==> config.mk <==
export PLATFORM = sky130hd
export DESIGN_NAME = ibal_ram
export DESIGN_NICKNAME = d
export VERILOG_FILES = /design/src/design/ibal_ram.sv
export SDC_FILE = /design/constraint.sdc
export NUM_CORES = 1
export LEC_CHECK = 0
export ABC_AREA = 1
export BUFFER_PORTS_ARGS = -buffer_cell sky130_fd_sc_hd__buf_4
export CORE_MARGIN = 2
export CORE_UTILIZATION = 60
export CTS_BUF_LIST = sky130_fd_sc_hd__clkbuf_16
export DETAILED_ROUTE_END_ITERATION = 10
export HOLD_SLACK_MARGIN = 0.05
export PLACE_DENSITY = 0.76
export SLEW_MARGIN = 0
export SYNTH_ARGS = -nofsm -noshare
export SYNTH_HDL_FRONTEND = slang
export SYNTH_SLANG_ARGS = --single-unit
==> constraint.sdc <==
create_clock -name clk -period 2.5 [get_ports clk]
set_input_delay 0.25 -clock clk [delete_from_list [all_inputs] [get_ports clk]]
set_output_delay 0.25 -clock clk [all_outputs]
set_load 0.02 [all_outputs]
==> src/design/ibal_ram.sv <==
module ibal_ram #(
    parameter int WIDTH = 8,
    parameter int DEPTH = 64
) (
    input  logic                     clk,
    input  logic                     we,
    input  logic [$clog2(DEPTH)-1:0] waddr,
    input  logic [WIDTH-1:0]         wdata,
    input  logic [$clog2(DEPTH)-1:0] raddr,
    output logic [WIDTH-1:0]         rdata
);

    logic [WIDTH-1:0] mem [DEPTH];

    always_ff @(posedge clk)
    begin
        if (we)
        begin
            mem[waddr] <= wdata;
        end
        rdata <= mem[raddr];
    end

endmodule

==> results.yml, run 1 <==
clocking:
  cts.clk_slew.worst_paths_ns: 0.06
  insertion_delay_ns: 0.57
  cts_setup_buffers: 0
  h-tree-depth: 2
  clk_path_buf_depth: 3
  cts_resized: 0
  clock-root-buffer: "clkbuf_16"
  cts_tree: "done"
  cts.sink_count: 520
  numCtsBuffers: 50
setup_path:
  crit_arrival_ns: 2.00
  path_max_fanout: 33
  worstSetupPathType: "primary input to flip-flop"
  reg2regPathDepth: 8
  startpoint_type: "primary input"
  worstSetupEndpointType: "flip-flop"
  required_ns: 3.00
drt:
  wl_microns: 52870
  ant_nets: 0
  drt-pass1-iter-count: 6
  vias_per_cell: 6.038
  drt_iter0_markers: 1970
  vias: 14360
  routedWlPerCell_microns: 22.23
  route.detailed.drc: 0
timing:
  whs_ns: 0.1635
  slew_headroom_pct: 34.89
  finalClockSkew_ns: 0.01850
  hold_viol_final: 0
  period_needed_ns: 1.501
  fmax_mhz: 666.4
  rsz0062_at_grt: "no"
  tightestPinTransition_ns: 0.9756
  period_share_pct: 60.03
  setup-violations-final: 0
  finalMaxSlewViolations: 0
  tns_ns: 0
layout:
  drive_gt1_share_pct: 10.34
  final_cells: 2378
  area_growth_pct: 11.26
  final_area_sq_um: 23740
  nNetsFinal: 1896
floorplan:
  row_count: 69
  core_sq_um: 35310
  num_io_pins: 30
  design.die.area_sq_um: 37090
  start_util_pct: 60.43
  die_x_microns: 192.6
  fp.dieH_microns: 192.6
placement:
  dp_hpwl_microns: 30870
  dp.cells: 2282
  numPortBuffers: 29
  placed_cell_area_sq_um: 22180
  gp_congestion: 0.9075
job:
  timing.max_cap.violations: 0
pwr:
  p_per_area_nw_per_um2: 754.3
  cellLeakagePower_nw: 8.780
  ir_drop_mv: 0.7656
  power_mw: 17.91
synth:
  syn_nets: 1827
  synth-xor-area-share_pct: 0
  syn_area_sq_um: 21340
  ys_top_cells_by_count: "nand2_1, edfxtp_1, nand3_1, nor2_1, buf_2"
  synth_area_leaders: "edfxtp_1, nand2_1, nand3_1"
  synth_most_common_cell: "nand2_1"
  ys.flop_type: "edfxtp_1"
  synth-compound-area-share_pct: 0
  muxShareOfSynthArea_pct: 0
  syn_inst: 1805
  synth_top_family_by_area: "simple AND/OR/NAND/NOR gates"
  yosysWarnings: 0
  ys_types: 16
  ys_ff_latch: 520
  yosys.area_share.simple_pct: 23.18
  yosysTopAreaCell: "edfxtp_1"
  yosysTopAreaCellShare_pct: 72.05
  ys_seq_area_share_pct: 72.80
  synth_fa_ha_area_share_pct: 0
  syn-mean-instance-area_sq_um: 11.82
  synth_edf_count: 512
  async_reset_ff_share_pct: 0
grt:
  grt_pass1_vias: 13600
  grt_max_degree: 101
  grt_pass1_wl_microns: 79670
  grtUsageTotal_pct: 29.19
  overflow: 0
  antenna_found_initial: 2
worst_hold_path:
  hp-class: "primary input to flip-flop"
  whs_path_depth: 4
run_status:
  status: "finished clean"
cell type report:
class / instances / area (sq um)
diodes: 2 / 5.005
clock buffers: 53 / 1326
clock inverters: 40 / 219.0
fillers: 2471 / 11570
inverters: 12 / 52.55
multi-input cells: 1160 / 4946
flip-flops and latches: 520 / 15530
well taps: 461 / 576.8
repair buffers: 130 / 1082
path summary, 6_finish.rpt:
kind         startpoint       end  slack, ns
max            raddr[2]  rdata[6]        1.0
min            raddr[4]  rdata[5]       0.16
max reg2reg  mem[22][5]  rdata[5]       1.17
min reg2reg  mem[12][3]  rdata[3]       0.85
stage by stage:
step,utilization (%),setup slack [ns]
global placement,62.82,0.5821
detailed placement,62.82,0.5589
CTS,67.23,1.054
floorplan,-,0.4839
global route,67.24,0.9404
finish,67.24,0.9993
cell usage in the layout (no fill, tap or decap):
cell type	instances
nand2_1	648
edfxtp_1	512
nand3_1	439
buf_4	120
nor2_1	56
clkbuf_16	53
inv_1	27
clkinv_2	10
nand4_1	9
clkinv_1	9
nor4_1	8
buf_12	8
dfxtp_1	8
diode_2	2
bufinv_16	2
inv_6	1
inv_4	1
inv_2	1
clkinvlp_4	1
dlygate4sd3_1	1
buf_6	1
per-layer routing:
metal	GRT usage (%)	wire (microns)	up-vias
li1	-	-	6491
met1	39.98	19590	6856
met2	46.86	25670	886
met3	4.819	5561	125
met4	12.33	2044	0
met5	0	0	-
logic make-up (layout without fill, tap and decap cells):
logic type             Yosys count  in the layout
other                            0              2
flip-flops                     520            520
buffers and inverters          125            235
AND/OR/NAND/NOR               1160           1160
critical path, stage by stage:
cell     delay, ns
buf_4         0.24
inv_2         0.38
buf_4         0.37
nand3_1       0.13
nand2_1       0.14
nand2_1       0.08
nand3_1       0.18
nand3_1       0.10
nand2_1       0.07
flip-flops by register name, summed over array words and instances, names as in the netlist:
register	flops
mem	512
rdata	8
report_power, final:
group          total [mW]  internal (mW)  leakage [nW]  switching, mW
combinational        1.18          0.302          3.28          0.873
clock                7.05           4.00         0.831           3.05
sequential           9.68           9.65          4.67         0.0327
total                17.9           14.0          8.78           3.95
repair_timing:
action | 4_1_cts | 5_1_grt
hold buffers | 1 | 0
hold endpoints to repair | 8 | 0
setup endpoints to repair | 0 | 0
Power figures use the tool's default switching activity.
==> run 2, diff against run 1 <==
Settings changed: CORE_UTILIZATION 60 to 57.
Clock period 2.5 ns to 1.3 ns, I/O delays scaled along.
==> run 2 against run 1 <==
Effect of this change: flip-flop and latch count stayed put; design area is 5.5% higher; utilization is 1.0 points higher; non-clock buffer count is 40 higher; via count is 1.6% higher; first-iteration DRC count is 10% lower; clock-buffer cell count is 2 lower; total power is 98% higher; combinational power is 130% higher; global-route usage is 1.5 points lower; cell count is 1.8% higher; sequential power is 92% higher; critical endpoint is now rdata[5].
==> results.yml, run 2 (synthesis results as in run 1) <==
run_status:
  status: "finished clean"
floorplan:
  die_x_microns: 197.5
  row_count: 70
  start_util_pct: 58.15
  num_io_pins: 30
  design.die.area_sq_um: 39000
  fp.dieH_microns: 197.5
  core_sq_um: 36700
timing:
  fmax_mhz: 792.3
  finalMaxSlewViolations: 0
  period_needed_ns: 1.262
  setup-violations-final: 0
  rsz0062_at_grt: "yes"
  tightestPinTransition_ns: 0.8044
  hold_viol_final: 0
  finalClockSkew_ns: 0.03149
  period_share_pct: 97.09
  slew_headroom_pct: 46.38
  final.setup.worst_slack_ns: 0.03787
grt:
  busiest_layer: "met2"
  met3_usage_pct: 4.712
  grtUsageTotal_pct: 27.73
  grt_pass1_wl_microns: 80850
  grtUsageMet1_pct: 39.61
  overflow: 0
  grt_max_degree: 65
  gr-usage-met2_pct: 44.09
  grt_pass1_vias: 13970
  antenna_found_initial: 0
pwr:
  power.internal_mw: 27.53
  pwr-share-seq_pct: 52.5
  combPwrFrac_pct: 7.5
  switching_share_pct: 22.39
  ir_drop_mv: 1.026
  cellLeakagePower_nw: 9.169
  clock_power_share_pct: 40.0
  p_per_area_nw_per_um2: 1416
  switchingPower_mw: 7.943
drt:
  routedWlPerCell_microns: 22.09
  vias: 14590
  drt_iter0_markers: 1768
  ant_nets: 0
  vias_per_cell: 6.026
  route.detailed.drc: 0
  wl_microns: 53470
  drt-pass1-iter-count: 6
layout:
  nNetsFinal: 1937
  largest-register: "mem"
  final_common_cell: "nand2_1"
  mostFrequentLayoutCells: "nand2_1, edfxtp_1, nand3_1"
  num-fill-cells: 2464
  area_growth_pct: 17.41
  final_area_sq_um: 25060
  largest_reg_flops: 512
  drive_gt1_share_pct: 17.10
  diodes: 0
  reg_top3: "mem (512), rdata (8)"
setup_path:
  required_ns: 1.17
  startpoint_type: "flip-flop"
  crit_buf_inv: 1
  path_max_fanout: 1
  reg2reg_slack_ns: 0.04
  cp_top_family: "flip-flops"
  worstSetupEndpointType: "output port"
  cpPeakStageDelay_ns: 0.38
  slowest_stage: "dfxtp_1"
  crit_arrival_ns: 1.13
  crit_chain: "buf_4"
  worstSetupPathType: "flip-flop to output port"
clocking:
  clk_path_buf_depth: 3
  cts.clk_slew.worst_paths_ns: 0.06
  numCtsBuffers: 51
  insertion_delay_ns: 0.57
  clock-root-buffer: "clkbuf_16"
  cts.sink_count: 520
  h-tree-depth: 2
  cts_tree: "done"
placement:
  placed_cell_area_sq_um: 23240
  dp_worst_setup_slack_ns: -0.3561
  dp_hpwl_microns: 32040
  numPortBuffers: 29
  gp_congestion: 0.8940
job:
  timing.max_cap.violations: 0
worst_hold_path:
  hp-class: "primary input to flip-flop"
## run 2: cell types whose count changed in the layout (fill, tap and decap cells not counted), moves of 14 or more
cell / delta
buf_12: +35
nor2_1: -34
nor2_4: +27
inv_1: -14
nand3_2: +24
nand3_1: -29
## run 2: per-layer routing
metal,part of all wire (%),routed length (microns),up-vias
li1,-,-,6576
met1,40,21300,7043
met2,47,25110,852
met3,10,5470,117
met4,3.0,1582,0
met5,0,0,-
## run 2: repair_timing
action                                  in CTS  in global routing
resized for setup                            5                 38
setup buffers                                0                  0
endpoints found under the setup margin       5                  9
endpoints found under the hold margin        8                  0
pin swaps                                    1                 12
hold buffers                                 2                  0
## run 2: final timing paths
kind,start,endpoint,depth (start not counted)
max,rdata[5],rdata[5],1
min,wdata[2],mem[0][2],1
max reg2reg,mem[31][0],rdata[0],8
min reg2reg,mem[42][4],rdata[4],8
## run 2: final cells by class
type / instances / area, sq um / share of cell area [%]
Clock buffer: 51 / 1276 / 5.094
Clock inverter: 40 / 324.1 / 1.293
Inverter: 12 / 71.32 / 0.2846
Multi-Input combinational cell: 1160 / 5436 / 21.70
Sequential cell: 520 / 15540 / 62.02
Tap cell: 468 / 585.6 / 2.337
Timing Repair Buffer: 170 / 1823 / 7.276
## run 2: stage by stage
stage | utilization [%] | cells | setup TNS (ns) | power, mW | hold WS, ns
3_3_place_gp | 63.32 | 2328 | -11.57 | 21.45 | 0.4828
4_1_cts | 67.79 | 2421 | 0 | 35.45 | 0.1547
6_report | 68.27 | 2421 | 0 | 35.47 | 0.1540
2_1_floorplan | - | 1805 | -124.14 | 20.37 | 0.2289
3_5_place_dp | 63.32 | 2328 | -18.15 | 21.50 | 0.4867
5_1_grt | 68.27 | 2421 | -0.03914 | 36.39 | 0.1678
## run 2: power groups by stage
stage               clock (mW)  sequential, mW  combinational, mW
floorplan                    0            19.0               1.39
global placement             0            19.0               2.48
detailed placement           0            19.0               2.53
CTS                       14.3            18.6               2.56
global route              14.9            18.6               2.85
finish                    14.2            18.6               2.66
