`src/design/ibal_pkg.sv`:
```
package ibal_pkg;

    // command codes on the cmd field
    localparam logic [1:0] CMD_SET_LOAD  = 2'd0;
    localparam logic [1:0] CMD_SET_STATS = 2'd1;
    localparam logic [1:0] CMD_BALANCE   = 2'd2;
    localparam logic [1:0] CMD_PLACE     = 2'd3;

    // configuration register indexes
    localparam logic [1:0] CFG_THRESHOLD = 2'd0;
    localparam logic [1:0] CFG_STRATEGY  = 2'd1;
    localparam logic [1:0] CFG_SEED      = 2'd2;

    // pick rules
    localparam logic [1:0] STRAT_MAX  = 2'd0;
    localparam logic [1:0] STRAT_MIN  = 2'd1;
    localparam logic [1:0] STRAT_RAND = 2'd2;

    localparam logic [13:0] RESET_THRESHOLD = 14'd9000;
    localparam logic [15:0] RESET_SEED      = 16'd44257;

    // candidate counts are held in nine bits, up to 511
    localparam int CAND_W = 9;

    typedef struct packed {
        logic [31:0] intr;
        logic [7:0]  mask;
        logic [7:0]  weight;
        logic [2:0]  owner;
    } ibal_ent_t;

    localparam int ENT_W = $bits(ibal_ent_t);

    typedef struct packed {
        logic              start;
        logic [15:0]       dividend;
        logic [CAND_W-1:0] divisor;
    } ibal_rem_req_t;

    typedef struct packed {
        logic              done;
        logic [CAND_W-1:0] rem;
    } ibal_rem_resp_t;

endpackage

```
`src/design/ibal_rem.sv`:
```
module ibal_rem
    import ibal_pkg::*;
(
    input  logic           clk,
    input  logic           rst_n,
    input  ibal_rem_req_t  req,
    output ibal_rem_resp_t resp
);

    logic              busy_reg, busy_next;
    logic              done_reg, done_next;
    logic [4:0]        n_reg, n_next;
    logic [15:0]       dvd_reg, dvd_next;
    logic [CAND_W-1:0] r_reg, r_next;
    logic [CAND_W-1:0] div_reg, div_next;
    logic [CAND_W:0]   r2;

    // one restoring step a cycle, sixteen steps
    always_comb
    begin
        busy_next = busy_reg;
        done_next = 1'b0;
        n_next    = n_reg;
        dvd_next  = dvd_reg;
        r_next    = r_reg;
        div_next  = div_reg;
        r2        = {r_reg, dvd_reg[15]};
        if (req.start)
        begin
            busy_next = 1'b1;
            n_next    = 5'd16;
            dvd_next  = req.dividend;
            r_next    = '0;
            div_next  = req.divisor;
        end
        else if (busy_reg)
        begin
            if (r2 >= {1'b0, div_reg})
            begin
                r_next = CAND_W'(r2 - {1'b0, div_reg});
            end
            else
            begin
                r_next = r2[CAND_W-1:0];
            end
            dvd_next = {dvd_reg[14:0], 1'b0};
            n_next   = n_reg - 5'd1;
            if (n_reg == 5'd1)
            begin
                busy_next = 1'b0;
                done_next = 1'b1;
            end
        end
    end

    always_ff @(posedge clk or negedge rst_n)
    begin
        if (!rst_n)
        begin
            busy_reg <= 1'b0;
            done_reg <= 1'b0;
            n_reg    <= '0;
        end
        else
        begin
            busy_reg <= busy_next;
            done_reg <= done_next;
            n_reg    <= n_next;
        end
    end

    always_ff @(posedge clk)
    begin
        dvd_reg <= dvd_next;
        r_reg   <= r_next;
        div_reg <= div_next;
    end

    assign resp.done = done_reg;
    assign resp.rem  = r_reg;

endmodule

```
`config.mk`:
```
export PLATFORM = sky130hd
export DESIGN_NAME = ibal_rem
export DESIGN_NICKNAME = d
export VERILOG_FILES = /design/src/design/ibal_pkg.sv /design/src/design/ibal_rem.sv
export SDC_FILE = /design/constraint.sdc
export NUM_CORES = 1
export LEC_CHECK = 0
export BUFFER_PORTS_ARGS = -buffer_cell sky130_fd_sc_hd__buf_2
export CAP_MARGIN = 10
export CELL_PAD_IN_SITES_DETAIL_PLACEMENT = 2
export CELL_PAD_IN_SITES_GLOBAL_PLACEMENT = 2
export CORE_MARGIN = 3
export CORE_UTILIZATION = 33
export CTS_CLUSTER_DIAMETER = 150
export CTS_CLUSTER_SIZE = 20
export DETAILED_ROUTE_END_ITERATION = 8
export PLACE_DENSITY = 0.8
export SYNTH_ARGS = -nofsm -noshare
export SYNTH_HDL_FRONTEND = slang
export SYNTH_SLANG_ARGS = --single-unit
export TNS_END_PERCENT = 1
```
`constraint.sdc`:
```
create_clock -name clk -period 2.1 [get_ports clk]
set_input_delay 0.105 -clock clk [delete_from_list [all_inputs] [get_ports clk]]
set_output_delay 0.105 -clock clk [all_outputs]
set_load 0.02 [all_outputs]
```
==> results of run 1 <==
[cell usage in the layout (no fill, tap or decap), drive strengths merged, types with 3 or more instances in the layout]
cell type / n
a21oi: 6
mux2i: 6
nand2b: 4
buf: 64
nand2: 8
xor2: 4
clkbuf: 5
a311oi: 4
o211ai: 5
dfxtp: 9
dlygate4sd3: 10
nand3: 3
dfrtp: 7
xnor2: 4
inv: 13
nor2: 18
ha: 11
edfxtp: 25
mux2: 16
a211oi: 8
[through the flow]
step	hold slack (ns)	utilization, %	setup slack (ns)
4_1_cts	0.0896	46.9	-0.198
3_5_place_dp	-0.0480	42.8	-0.397
2_1_floorplan	-0.191	-	-0.00623
3_3_place_gp	-0.0523	42.8	-0.152
6_report	0.0963	47.4	-0.210
5_1_grt	0.105	47.4	-0.345
[where the power goes]
part           total, W  internal [W]  switching, W  leakage [nW]
combinational   0.00167      0.000804      0.000867         0.791
clock          0.000524      0.000230      0.000294        0.0439
sequential      0.00117       0.00103      0.000133         0.418
total           0.00336       0.00207       0.00129          1.25
[routing by layer]
| layer | GRT usage [%] | share of wire (%) | vias to the layer above |
|---|---|---|---|
| met3 | 3.69 | 3.0 | 6 |
| li1 | - | - | 813 |
| met1 | 21.6 | 44 | 861 |
| met2 | 33.3 | 53 | 36 |
| met5 | 0 | 0 | - |
| met4 | 3.77 | 0.77 | 0 |
[worst paths after layout]
check / to / slack [ns] / cells after the start
setup / recovery: r_reg[0] / -0.21 / 9
max in group asynchronous: done_reg / 1.76 / 2
min in group asynchronous: n_reg[1] / 0.17 / 2
hold reg to reg: r_reg[3] / 0.53 / 2
setup reg to reg: r_reg[0] / -0.21 / 9
hold / removal: dvd_reg[0] / 0.1 / 2
[repair_timing]
action,4_1_cts,5_1_grt
pin swaps,11,12
hold buffers,10,0
hold endpoints to repair,16,0
endpoints found under the setup margin,9,9
buffers inserted,3,2
resized for setup,9,3
[synth_stat cells (2+ instances only)]
master and instances:
sky130_fd_sc_hd__mux2i_1 6, sky130_fd_sc_hd__and2_1 2, sky130_fd_sc_hd__clkbuf_1 7, sky130_fd_sc_hd__dfrtp_1 7, sky130_fd_sc_hd__a21oi_1 6, sky130_fd_sc_hd__xor2_1 4, sky130_fd_sc_hd__a21o_1 2, sky130_fd_sc_hd__ha_1 11
sky130_fd_sc_hd__o31ai_1 2, sky130_fd_sc_hd__nand2b_1 4, sky130_fd_sc_hd__mux2_2 16, sky130_fd_sc_hd__xnor2_1 4, sky130_fd_sc_hd__nand2_1 8, sky130_fd_sc_hd__dfxtp_1 9, sky130_fd_sc_hd__a311oi_1 3, sky130_fd_sc_hd__inv_1 13
sky130_fd_sc_hd__nand3_1 3, sky130_fd_sc_hd__nor2_1 18, sky130_fd_sc_hd__buf_2 2, sky130_fd_sc_hd__o211ai_1 4, sky130_fd_sc_hd__edfxtp_1 25, sky130_fd_sc_hd__a211oi_1 8, sky130_fd_sc_hd__nand3b_1 2
[layout make-up]
type	count	area (um^2)	area share [%]
flip-flops and latches	41	1110	38.2
multi-input cells	121	1080	37.2
repair buffers	74	488	16.8
well taps	75	93.8	3.23
clock buffers	5	68.8	2.37
inverters	13	48.8	1.68
clock inverters	3	17.5	0.603
[cells by family (layout without fill, tap and decap cells)]
family                   after synthesis  after routing  share of synthesized area (%)
buffers and inverters                 23             95                           4.26
AO/OA/AOI/OAI                         32             32                           11.3
adder cells (fa/ha/maj)               12             12                           7.25
flip-flops                            41             41                           50.9
AND/OR/NAND/NOR                       47             47                           12.1
XOR/XNOR                               8              8                           3.22
multiplexers                          22             22                           11.0
[worst reg2reg max path, cell delays in order (launching register included)]
cell	delay, ns
sky130_fd_sc_hd__edfxtp_1	0.45
sky130_fd_sc_hd__ha_4	0.20
sky130_fd_sc_hd__inv_2	0.05
sky130_fd_sc_hd__fa_2	0.22
sky130_fd_sc_hd__a211oi_4	0.08
sky130_fd_sc_hd__buf_4	0.15
sky130_fd_sc_hd__o21a_4	0.22
sky130_fd_sc_hd__o211ai_4	0.36
sky130_fd_sc_hd__nand2b_1	0.16
sky130_fd_sc_hd__a311oi_2	0.33
==> flow_metrics.tcl, run 1 <==
set metrics [dict create \
    overflow_after_grt 0 \
    run_status "finished, violations left" \
    setup-tns-final_ns -1.41 \
    drive_gt1_share_pct 42.8 \
    post_synth_inst_count 185 \
    fin_worst_skew_ns 0.00840 \
    syn2layout_area_growth_pct 33.7 \
    finish.instance_area_um2 2910 \
    wire_per_inst_um 19.2 \
    grtUsageTotal_pct 18.1 \
    synth_async_sr_flop_share_pct 17.1 \
    nNetsFinal 296 \
    crit_path_start "div_reg[0]" \
    failed_checks "setup timing" \
    crit_fanout 7 \
    regToRegStartpoint "div_reg[0]" \
    max-slew-margin-rel_pct 60.9 \
    final_report_hold_violation_count 0 \
    worstHoldStart "req[9]" \
    vias_per_cell 5.17 \
    synth.yosys.seq_area_share_pct 50.9 \
    f_max_mhz 433 \
    crit_path_end_kind "flop" \
    final_max_slew_viol_count 0 \
    largest_net_degree_at_the_start_of_global_routing 29 \
    finalPower_w 0.00336 \
    finalCriticalPeriod_ns 2.31 \
    wire_length_of_the_first_global_routing_pass_um 10400 \
    synthDistinctLibCells 42 \
    timing.critical_path.required_ns 2.30 \
    synth.yosys.warnings 0 \
    placement.io_buffers 37 \
    clock-root-buffer "sky130_fd_sc_hd__clkbuf_8" \
    die_height_um 87.2 \
    crit_family "compound AO/OA/AOI/OAI gates" \
    vias 1716 \
    worstPathBufferInverterCount 2 \
    vdd_ir_drop_max_mv 0.513 \
    worst-endpoint-arrival_ns 2.51 \
    unrepaired_setup_endpoints_after_global_routing "true" \
    layout.filler_cells 611 \
    largest_register_ff_count 16 \
    p_leak_nw 1.25 \
    grt_pass1_vias 2005 \
    critPathSlowestCell "sky130_fd_sc_hd__edfxtp_1" \
    timing.critical_path.from_type "flop" \
    worst_slack_setup_final_ns -0.210 \
    initial_drc_count 46 \
    cellPowerDensity_nw_per_um2 1160 \
    synth_enable_flop_cells 25 \
    cts_htree_levels 2 \
    detailedPlacementHpwl_um 4460 \
    place_congestion 0.859 \
    timing.final.crit_share_pct 110 \
    worst_skew_pair.late_latency_ns 0.29 \
    synth.largest_area_cell "sky130_fd_sc_hd__edfxtp_1" \
    max_stage_delay_ns 0.45 \
    maximum_clock_insertion_buffer_count 2 \
    final-setup-viol-count 9 \
    stdcell_count 332 \
    synth_top_area_share_pct 34.5 \
    total_placed_instance_area_um2 2620 \
    post_synthesis_cell_area_um2 2170 \
    rows 28 \
    critical_path.cell_chain "ha_4 -> inv_2 -> fa_2 -> a211oi_4 -> buf_4 -> o21a_4 -> o211ai_4 -> nand2b_1 -> a311oi_2" \
    core-area_um2 6130 \
    placedCellCount 309 \
    worst-slew-pin-transition_ns 0.587 \
    holdCritPathClass "in2reg" \
    antenna_left 0 \
    avgSynthCellArea_um2 11.8 \
    io-pin-count 38 \
    tritoncts.num_buffers 5 \
    clock_pin_slew_reported_for_the_worst_setup_and_hold_paths_after_clock_tree_synthesis_ns 0.09 \
    totalWireLength_um 6380 \
    worst-setup-path-type "reg2reg" \
    max-cap-violations 0 \
    chipWidth_um 87.2 \
    tritoncts "yes" \
    number_of_antenna_violations_at_the_first_check_in_global_routing 0 \
    drt_drc_violations_left 0 \
    syn_nets 225 \
    synthFlopType "sky130_fd_sc_hd__edfxtp_1" \
    router_iterations_before_antenna_repair 4 \
    clock_sink_count 41 \
    synth.area.top_cells "sky130_fd_sc_hd__edfxtp_1 35%, sky130_fd_sc_hd__dfxtp_1 8.3%, sky130_fd_sc_hd__mux2_2 8.3%, sky130_fd_sc_hd__dfrtp_1 8.1%, sky130_fd_sc_hd__ha_1 6.3%" \
    die_area_um2 7600 \
    antenna_cells_inserted 0 \
    starting_density_of_the_core_pct 35.5 \
    post_synthesis_register_bit_count 41 \
]
(Power assumes the default switching activity.)
==> inputs of run 2 (changes only) <==
--- a/config.mk
+++ b/config.mk
@@ -9,12 +9,14 @@
 export CAP_MARGIN = 10
 export CELL_PAD_IN_SITES_DETAIL_PLACEMENT = 2
 export CELL_PAD_IN_SITES_GLOBAL_PLACEMENT = 2
+export CORE_ASPECT_RATIO = 0.7
 export CORE_MARGIN = 3
 export CORE_UTILIZATION = 33
 export CTS_CLUSTER_DIAMETER = 150
 export CTS_CLUSTER_SIZE = 20
 export DETAILED_ROUTE_END_ITERATION = 8
 export PLACE_DENSITY = 0.8
+export SLEW_MARGIN = 10
 export SYNTH_ARGS = -nofsm -noshare
 export SYNTH_HDL_FRONTEND = slang
 export SYNTH_SLANG_ARGS = --single-unit
==> constraint.sdc (replaced) <==
create_clock -name clk -period 2.1 [get_ports clk]
set_input_delay 0.315 -clock clk [delete_from_list [all_inputs] [get_ports clk]]
set_output_delay 0.315 -clock clk [all_outputs]
set_load 0.02 [all_outputs]
==> run 2 against run 1 <==
  * The run still ends with setup timing left
  * Global-route usage increased by 0.50 points
  * Setup slack better by 0.033 ns
  * Wire length rose by 1.6%
  * Clock skew up 0.0041 ns
  * Cell count shrank 1.8%
  * Sequential power about the same
  * First-iteration DRC count grew 24%
  * Sequential cell count stayed put
  * Final area is 3.9% lower
==> flow_metrics.tcl, run 2 (synthesis results as in run 1) <==
set metrics [dict create \
    run_status "finished, violations left" \
    failed_checks "setup timing" \
    max-slew-margin-rel_pct 70.5 \
    most_common_cell_after_layout_fill_and_taps_aside "sky130_fd_sc_hd__buf_2" \
    worst-slew-pin-transition_ns 0.442 \
    worst-endpoint-arrival_ns 2.46 \
    p_leak_nw 1.21 \
    tritoncts.num_buffers 5 \
    maximum_clock_insertion_buffer_count 2 \
    cts_htree_levels 2 \
    critPathSlowestCell "sky130_fd_sc_hd__edfxtp_1" \
    worstPathBufferInverterCount 3 \
    timing.reg2reg.setup_slack_ns -0.18 \
    grt_pass1_vias 1835 \
    worst_slack_setup_final_ns -0.177 \
    totalWireLength_um 6480 \
    worstHoldStart "req[0]" \
    critical_path.reg2reg.endpoint "r_reg[8]" \
    core-area_um2 6310 \
    die_area_um2 7620 \
    worst_skew_pair.late_latency_ns 0.30 \
    detailedPlace.worstSlack_ns -0.249 \
    max_stage_delay_ns 0.39 \
    drt_drc_violations_left 0 \
    placement.io_buffers 37 \
    grtUsageTotal_pct 18.6 \
    timing.critical_path.depth 10 \
    initial_drc_count 57 \
    final_cell_mix "37 x sky130_fd_sc_hd__buf_2, 27 x sky130_fd_sc_hd__buf_4, 25 x sky130_fd_sc_hd__edfxtp_1, 18 x sky130_fd_sc_hd__nor2_1, 16 x sky130_fd_sc_hd__mux2_2" \
    die_height_um 73.9 \
    io-pin-count 38 \
    rows 24 \
    overflow_after_grt 0 \
    critical_path.cell_chain "inv_1 -> ha_2 -> inv_2 -> fa_2 -> a211oi_4 -> buf_4 -> o21ai_0 -> a211oi_1 -> or3_4 -> a311oi_2" \
    fin_worst_skew_ns 0.0125 \
    max-cap-violations 0 \
    layout.core_utilization_pct 44.3 \
    holdCritPathClass "in2reg" \
    antenna_cells_inserted 0 \
    largest_register_ff_count 16 \
    clock_sink_count 41 \
    crit_path_end_kind "flop" \
    tritoncts "yes" \
    worst-setup-path-type "reg2reg" \
    vias_per_cell 5.08 \
    clock-root-buffer "sky130_fd_sc_hd__clkbuf_8" \
    timing.critical_path.from_type "flop" \
    unrepaired_setup_endpoints_after_global_routing "true" \
    final_report_hold_violation_count 0 \
    timing.final.crit_share_pct 108 \
    r2r.worst_path.cells 10 \
    wire_per_inst_um 19.9 \
    cellPowerDensity_nw_per_um2 1190 \
    hold_path_depth 1 \
    finalCriticalPeriod_ns 2.28 \
    chipWidth_um 103 \
    clock_pin_slew_reported_for_the_worst_setup_and_hold_paths_after_clock_tree_synthesis_ns 0.09 \
    detailedPlacementHpwl_um 4720 \
    whs_endpoint "div_reg[0]" \
    syn2layout_area_growth_pct 28.5 \
    vias 1657 \
    crit_family "compound AO/OA/AOI/OAI gates" \
    starting_density_of_the_core_pct 34.5 \
    router_iterations_before_antenna_repair 4 \
    f_max_mhz 439 \
    number_of_antenna_violations_at_the_first_check_in_global_routing 0 \
    antenna_left 0 \
    vdd_ir_drop_max_mv 0.342 \
    place_congestion 0.774 \
    nNetsFinal 287 \
    final_max_slew_viol_count 0 \
    largest_net_degree_at_the_start_of_global_routing 24 \
    layout.filler_cells 665 \
    wire_length_of_the_first_global_routing_pass_um 10400 \
    timing.critical_path.required_ns 2.28 \
    hold-worst-slack_ns 0.190 \
    drive_gt1_share_pct 43.1 \
    final-setup-viol-count 9 \
    regToRegStartpoint "dvd_reg[15]" \
    crit_fanout 3 \
]
[run 2: worst reg2reg max path, stage by stage, from the launching register on]
cell,delay (ns)
sky130_fd_sc_hd__edfxtp_1,0.39
sky130_fd_sc_hd__inv_1,0.08
sky130_fd_sc_hd__ha_2,0.19
sky130_fd_sc_hd__inv_2,0.04
sky130_fd_sc_hd__fa_2,0.37
sky130_fd_sc_hd__a211oi_4,0.28
sky130_fd_sc_hd__buf_4,0.17
sky130_fd_sc_hd__o21ai_0,0.13
sky130_fd_sc_hd__a211oi_1,0.28
sky130_fd_sc_hd__or3_4,0.17
sky130_fd_sc_hd__a311oi_2,0.08
[run 2: worst max path at each step]
stage | startpoint | endpoint | slack [ns]
floorplan | dvd_reg[15] | r_reg[6] | -0.006
global placement | dvd_reg[15] | r_reg[6] | -0.14
detailed placement | dvd_reg[15] | r_reg[3] | -0.25
CTS | dvd_reg[15] | r_reg[8] | -0.17
global route | dvd_reg[15] | r_reg[8] | -0.31
finish | dvd_reg[15] | r_reg[8] | -0.18
[run 2: where the power goes]
| group | switching, W | total, W | internal (W) |
|---|---|---|---|
| Clock | 0.000295 | 0.000525 | 0.000230 |
| Combinational | 0.000874 | 0.00165 | 0.000777 |
| Sequential | 0.000116 | 0.00115 | 0.00103 |
| Total | 0.00128 | 0.00333 | 0.00204 |
[run 2: timing repair]
item                       in CTS  in global routing
resized for setup               4                  3
buffers inserted                1                  0
pin swaps                       2                  0
hold endpoints to repair        7                  0
setup endpoints to repair       9                  9
hold buffers                    1                  0
[run 2: per-stage QoR]
step           total power (W)  cell area [um^2]  setup TNS, ns  std cells
2_1_floorplan          0.00209              2230        -0.0192        185
3_5_place_dp           0.00272              2660          -2.12        316
3_3_place_gp           0.00261              2660          -1.05        316
4_1_cts                0.00335              2790          -1.10        326
5_1_grt                0.00356              2790          -2.42        326
6_report               0.00333              2790          -1.03        326
[run 2: cell type report]
type	instances	area, um^2	area share, %
clock buffer	5	68.8	2.46
clock inverter	3	17.5	0.627
inverter	13	48.8	1.75
multi-input combinational	121	1050	37.7
sequential	41	1110	39.7
tap	78	97.6	3.49
timing repair buffer	65	398	14.2
[run 2: routing by layer]
metal / global-route usage [%] / routed length (um) / vias up
met1: 24.9 / 3020 / 815
met3: 3.23 / 211 / 7
met5: 0 / 0 / -
met2: 31.3 / 3180 / 38
met4: 4.74 / 76 / 0
li1: - / - / 797
==> inputs of run 3 (changes only) <==
--- a/config.mk
+++ b/config.mk
@@ -9,7 +9,6 @@
 export CAP_MARGIN = 10
 export CELL_PAD_IN_SITES_DETAIL_PLACEMENT = 2
 export CELL_PAD_IN_SITES_GLOBAL_PLACEMENT = 2
-export CORE_ASPECT_RATIO = 0.7
 export CORE_MARGIN = 3
 export CORE_UTILIZATION = 33
 export CTS_CLUSTER_DIAMETER = 150
==> run 3 against run 2 <==
  * The run still ends with setup timing left
  * Sequential power about the same
  * Cell count decreased by 1.5%
  * Maximum frequency shrank 2.7%
  * Critical path type unchanged
==> flow_metrics.tcl, run 3 (synthesis results as in run 1) <==
set metrics [dict create \
    run_status "finished, violations left" \
    failed_checks "setup timing" \
    p_leak_nw 1.21 \
    tritoncts "yes" \
    max-slew-margin-rel_pct 72.0 \
    starting_density_of_the_core_pct 35.5 \
    worst_slack_setup_final_ns -0.241 \
    timing.final.crit_share_pct 111 \
    final-setup-viol-count 9 \
    number_of_antenna_violations_at_the_first_check_in_global_routing 0 \
    largest_net_degree_at_the_start_of_global_routing 19 \
    largest_register_ff_count 16 \
    worst-slew-pin-transition_ns 0.420 \
    final_cell_mix "37 x sky130_fd_sc_hd__buf_2, 25 x sky130_fd_sc_hd__edfxtp_1, 25 x sky130_fd_sc_hd__buf_4, 18 x sky130_fd_sc_hd__nor2_1, 16 x sky130_fd_sc_hd__mux2_2" \
    antenna_cells_inserted 0 \
    cts_htree_levels 2 \
    chipWidth_um 87.2 \
    clock-root-buffer "sky130_fd_sc_hd__clkbuf_8" \
    maximum_clock_insertion_buffer_count 2 \
    vdd_ir_drop_max_mv 0.673 \
    holdCritPathClass "in2reg" \
    worstHoldStart "req[0]" \
    max_stage_delay_ns 0.40 \
    timing.critical_path.required_ns 2.31 \
    critPathSlowestCell "sky130_fd_sc_hd__edfxtp_1" \
    setup-tns-final_ns -1.71 \
    clock_pin_slew_reported_for_the_worst_setup_and_hold_paths_after_clock_tree_synthesis_ns 0.08 \
    clock_sink_count 41 \
    initial_drc_count 66 \
    crit_path_end_kind "flop" \
    placement.io_buffers 37 \
    antenna_left 0 \
    worst-endpoint-arrival_ns 2.55 \
    detailedPlace.worstSlack_ns -0.354 \
    f_max_mhz 427 \
    layout.filler_cells 627 \
    rows 28 \
    vias 1639 \
    final_max_slew_viol_count 0 \
    totalWireLength_um 5890 \
    router_iterations_before_antenna_repair 4 \
    worst-setup-path-type "reg2reg" \
    max-cap-violations 0 \
    io-pin-count 38 \
    worst_skew_pair.late_latency_ns 0.30 \
    die_area_um2 7600 \
    grt_pass1_vias 1835 \
    r2r.worst_path.cells 9 \
    overflow_after_grt 0 \
    die_height_um 87.2 \
    timing.critical_path.from_type "flop" \
    timing.reg2reg.setup_slack_ns -0.24 \
    final_report_hold_violation_count 0 \
    wire_length_of_the_first_global_routing_pass_um 9620 \
    tritoncts.num_buffers 5 \
    drive_gt1_share_pct 45.1 \
    drt_drc_violations_left 0 \
    core-area_um2 6130 \
    most_common_cell_after_layout_fill_and_taps_aside "sky130_fd_sc_hd__buf_2" \
    regToRegStartpoint "dvd_reg[15]" \
    critical_path.reg2reg.endpoint "r_reg[0]" \
    finalCriticalPeriod_ns 2.34 \
    unrepaired_setup_endpoints_after_global_routing "true" \
    syn2layout_area_growth_pct 29.1 \
    place_congestion 0.852 \
    crit_path_start "dvd_reg[15]" \
    crit_fanout 6 \
    grtUsageTotal_pct 16.6 \
    nNetsFinal 285 \
    fin_worst_skew_ns 0.00592 \
    vias_per_cell 5.11 \
    cellPowerDensity_nw_per_um2 1180 \
    detailedPlacementHpwl_um 4260 \
    wire_per_inst_um 18.4 \
    whs_endpoint "div_reg[0]" \
    critical_path.cell_chain "inv_1 -> ha_2 -> inv_2 -> fa_2 -> a211oi_4 -> o21a_2 -> o211a_4 -> nand2_1 -> a311oi_2" \
    hold_path_depth 1 \
]
[run 3: timing repair]
| item | 4_1_cts | 5_1_grt |
|---|---|---|
| pin swaps | 7 | 2 |
| endpoints found under the setup margin | 9 | 9 |
| hold buffers | 1 | 0 |
| setup buffers | 1 | 1 |
| resized for setup | 5 | 8 |
| endpoints found under the hold margin | 7 | 0 |
[run 3: metrics by stage]
step,hold WS (ns),cell area [um^2],utilization [%],cells,total power [W]
6_report,0.189,2810,45.8,321,0.00331
5_1_grt,0.171,2810,45.8,321,0.00356
4_1_cts,0.175,2770,45.1,320,0.00327
3_5_place_dp,0.160,2630,42.9,310,0.00264
3_3_place_gp,0.158,2630,42.9,310,0.00257
2_1_floorplan,0.0194,2230,-,185,0.00209
[run 3: how the worst max path moves through the flow]
stage               endpoint  slack, ns  cells past startpoint
floorplan           r_reg[6]     -0.006                      9
global placement    r_reg[6]      -0.16                      9
detailed placement  r_reg[3]      -0.35                      9
CTS                 r_reg[8]      -0.19                      8
global route        r_reg[8]      -0.36                      9
finish              r_reg[0]      -0.24                      9
[run 3: worst max-delay path, delay by kind of cell, from the launching register on]
| kind | cells | cell delay, ns |
|---|---|---|
| compound gates | 4 | 1.06 |
| fa+ha+maj | 2 | 0.57 |
| flops | 1 | 0.40 |
| buf+inv | 2 | 0.13 |
| simple gates | 1 | 0.09 |
[run 3: power breakdown]
part / internal, W / switching, W
clock network: 0.000230 / 0.000290
registers: 0.00103 / 0.000126
logic: 0.000791 / 0.000839
total: 0.00205 / 0.00125
[run 3: cell type report]
type                       instances  area [um^2]  share of cell area (%)
clock buffer                       5         68.8                    2.45
clock inverter                     3         17.5                   0.624
inverter                          13         48.8                    1.74
multi-input combinational        121         1090                    38.7
sequential                        41         1110                    39.5
tap                               75         93.8                    3.34
timing repair buffer              63          383                    13.6
[run 3: metal layers]
metal	global-route usage [%]	vias up	wire, um
met5	0	-	0
met4	3.07	0	56
met3	3.97	6	211
met2	27.8	37	2890
met1	22.1	801	2730
li1	-	795	-
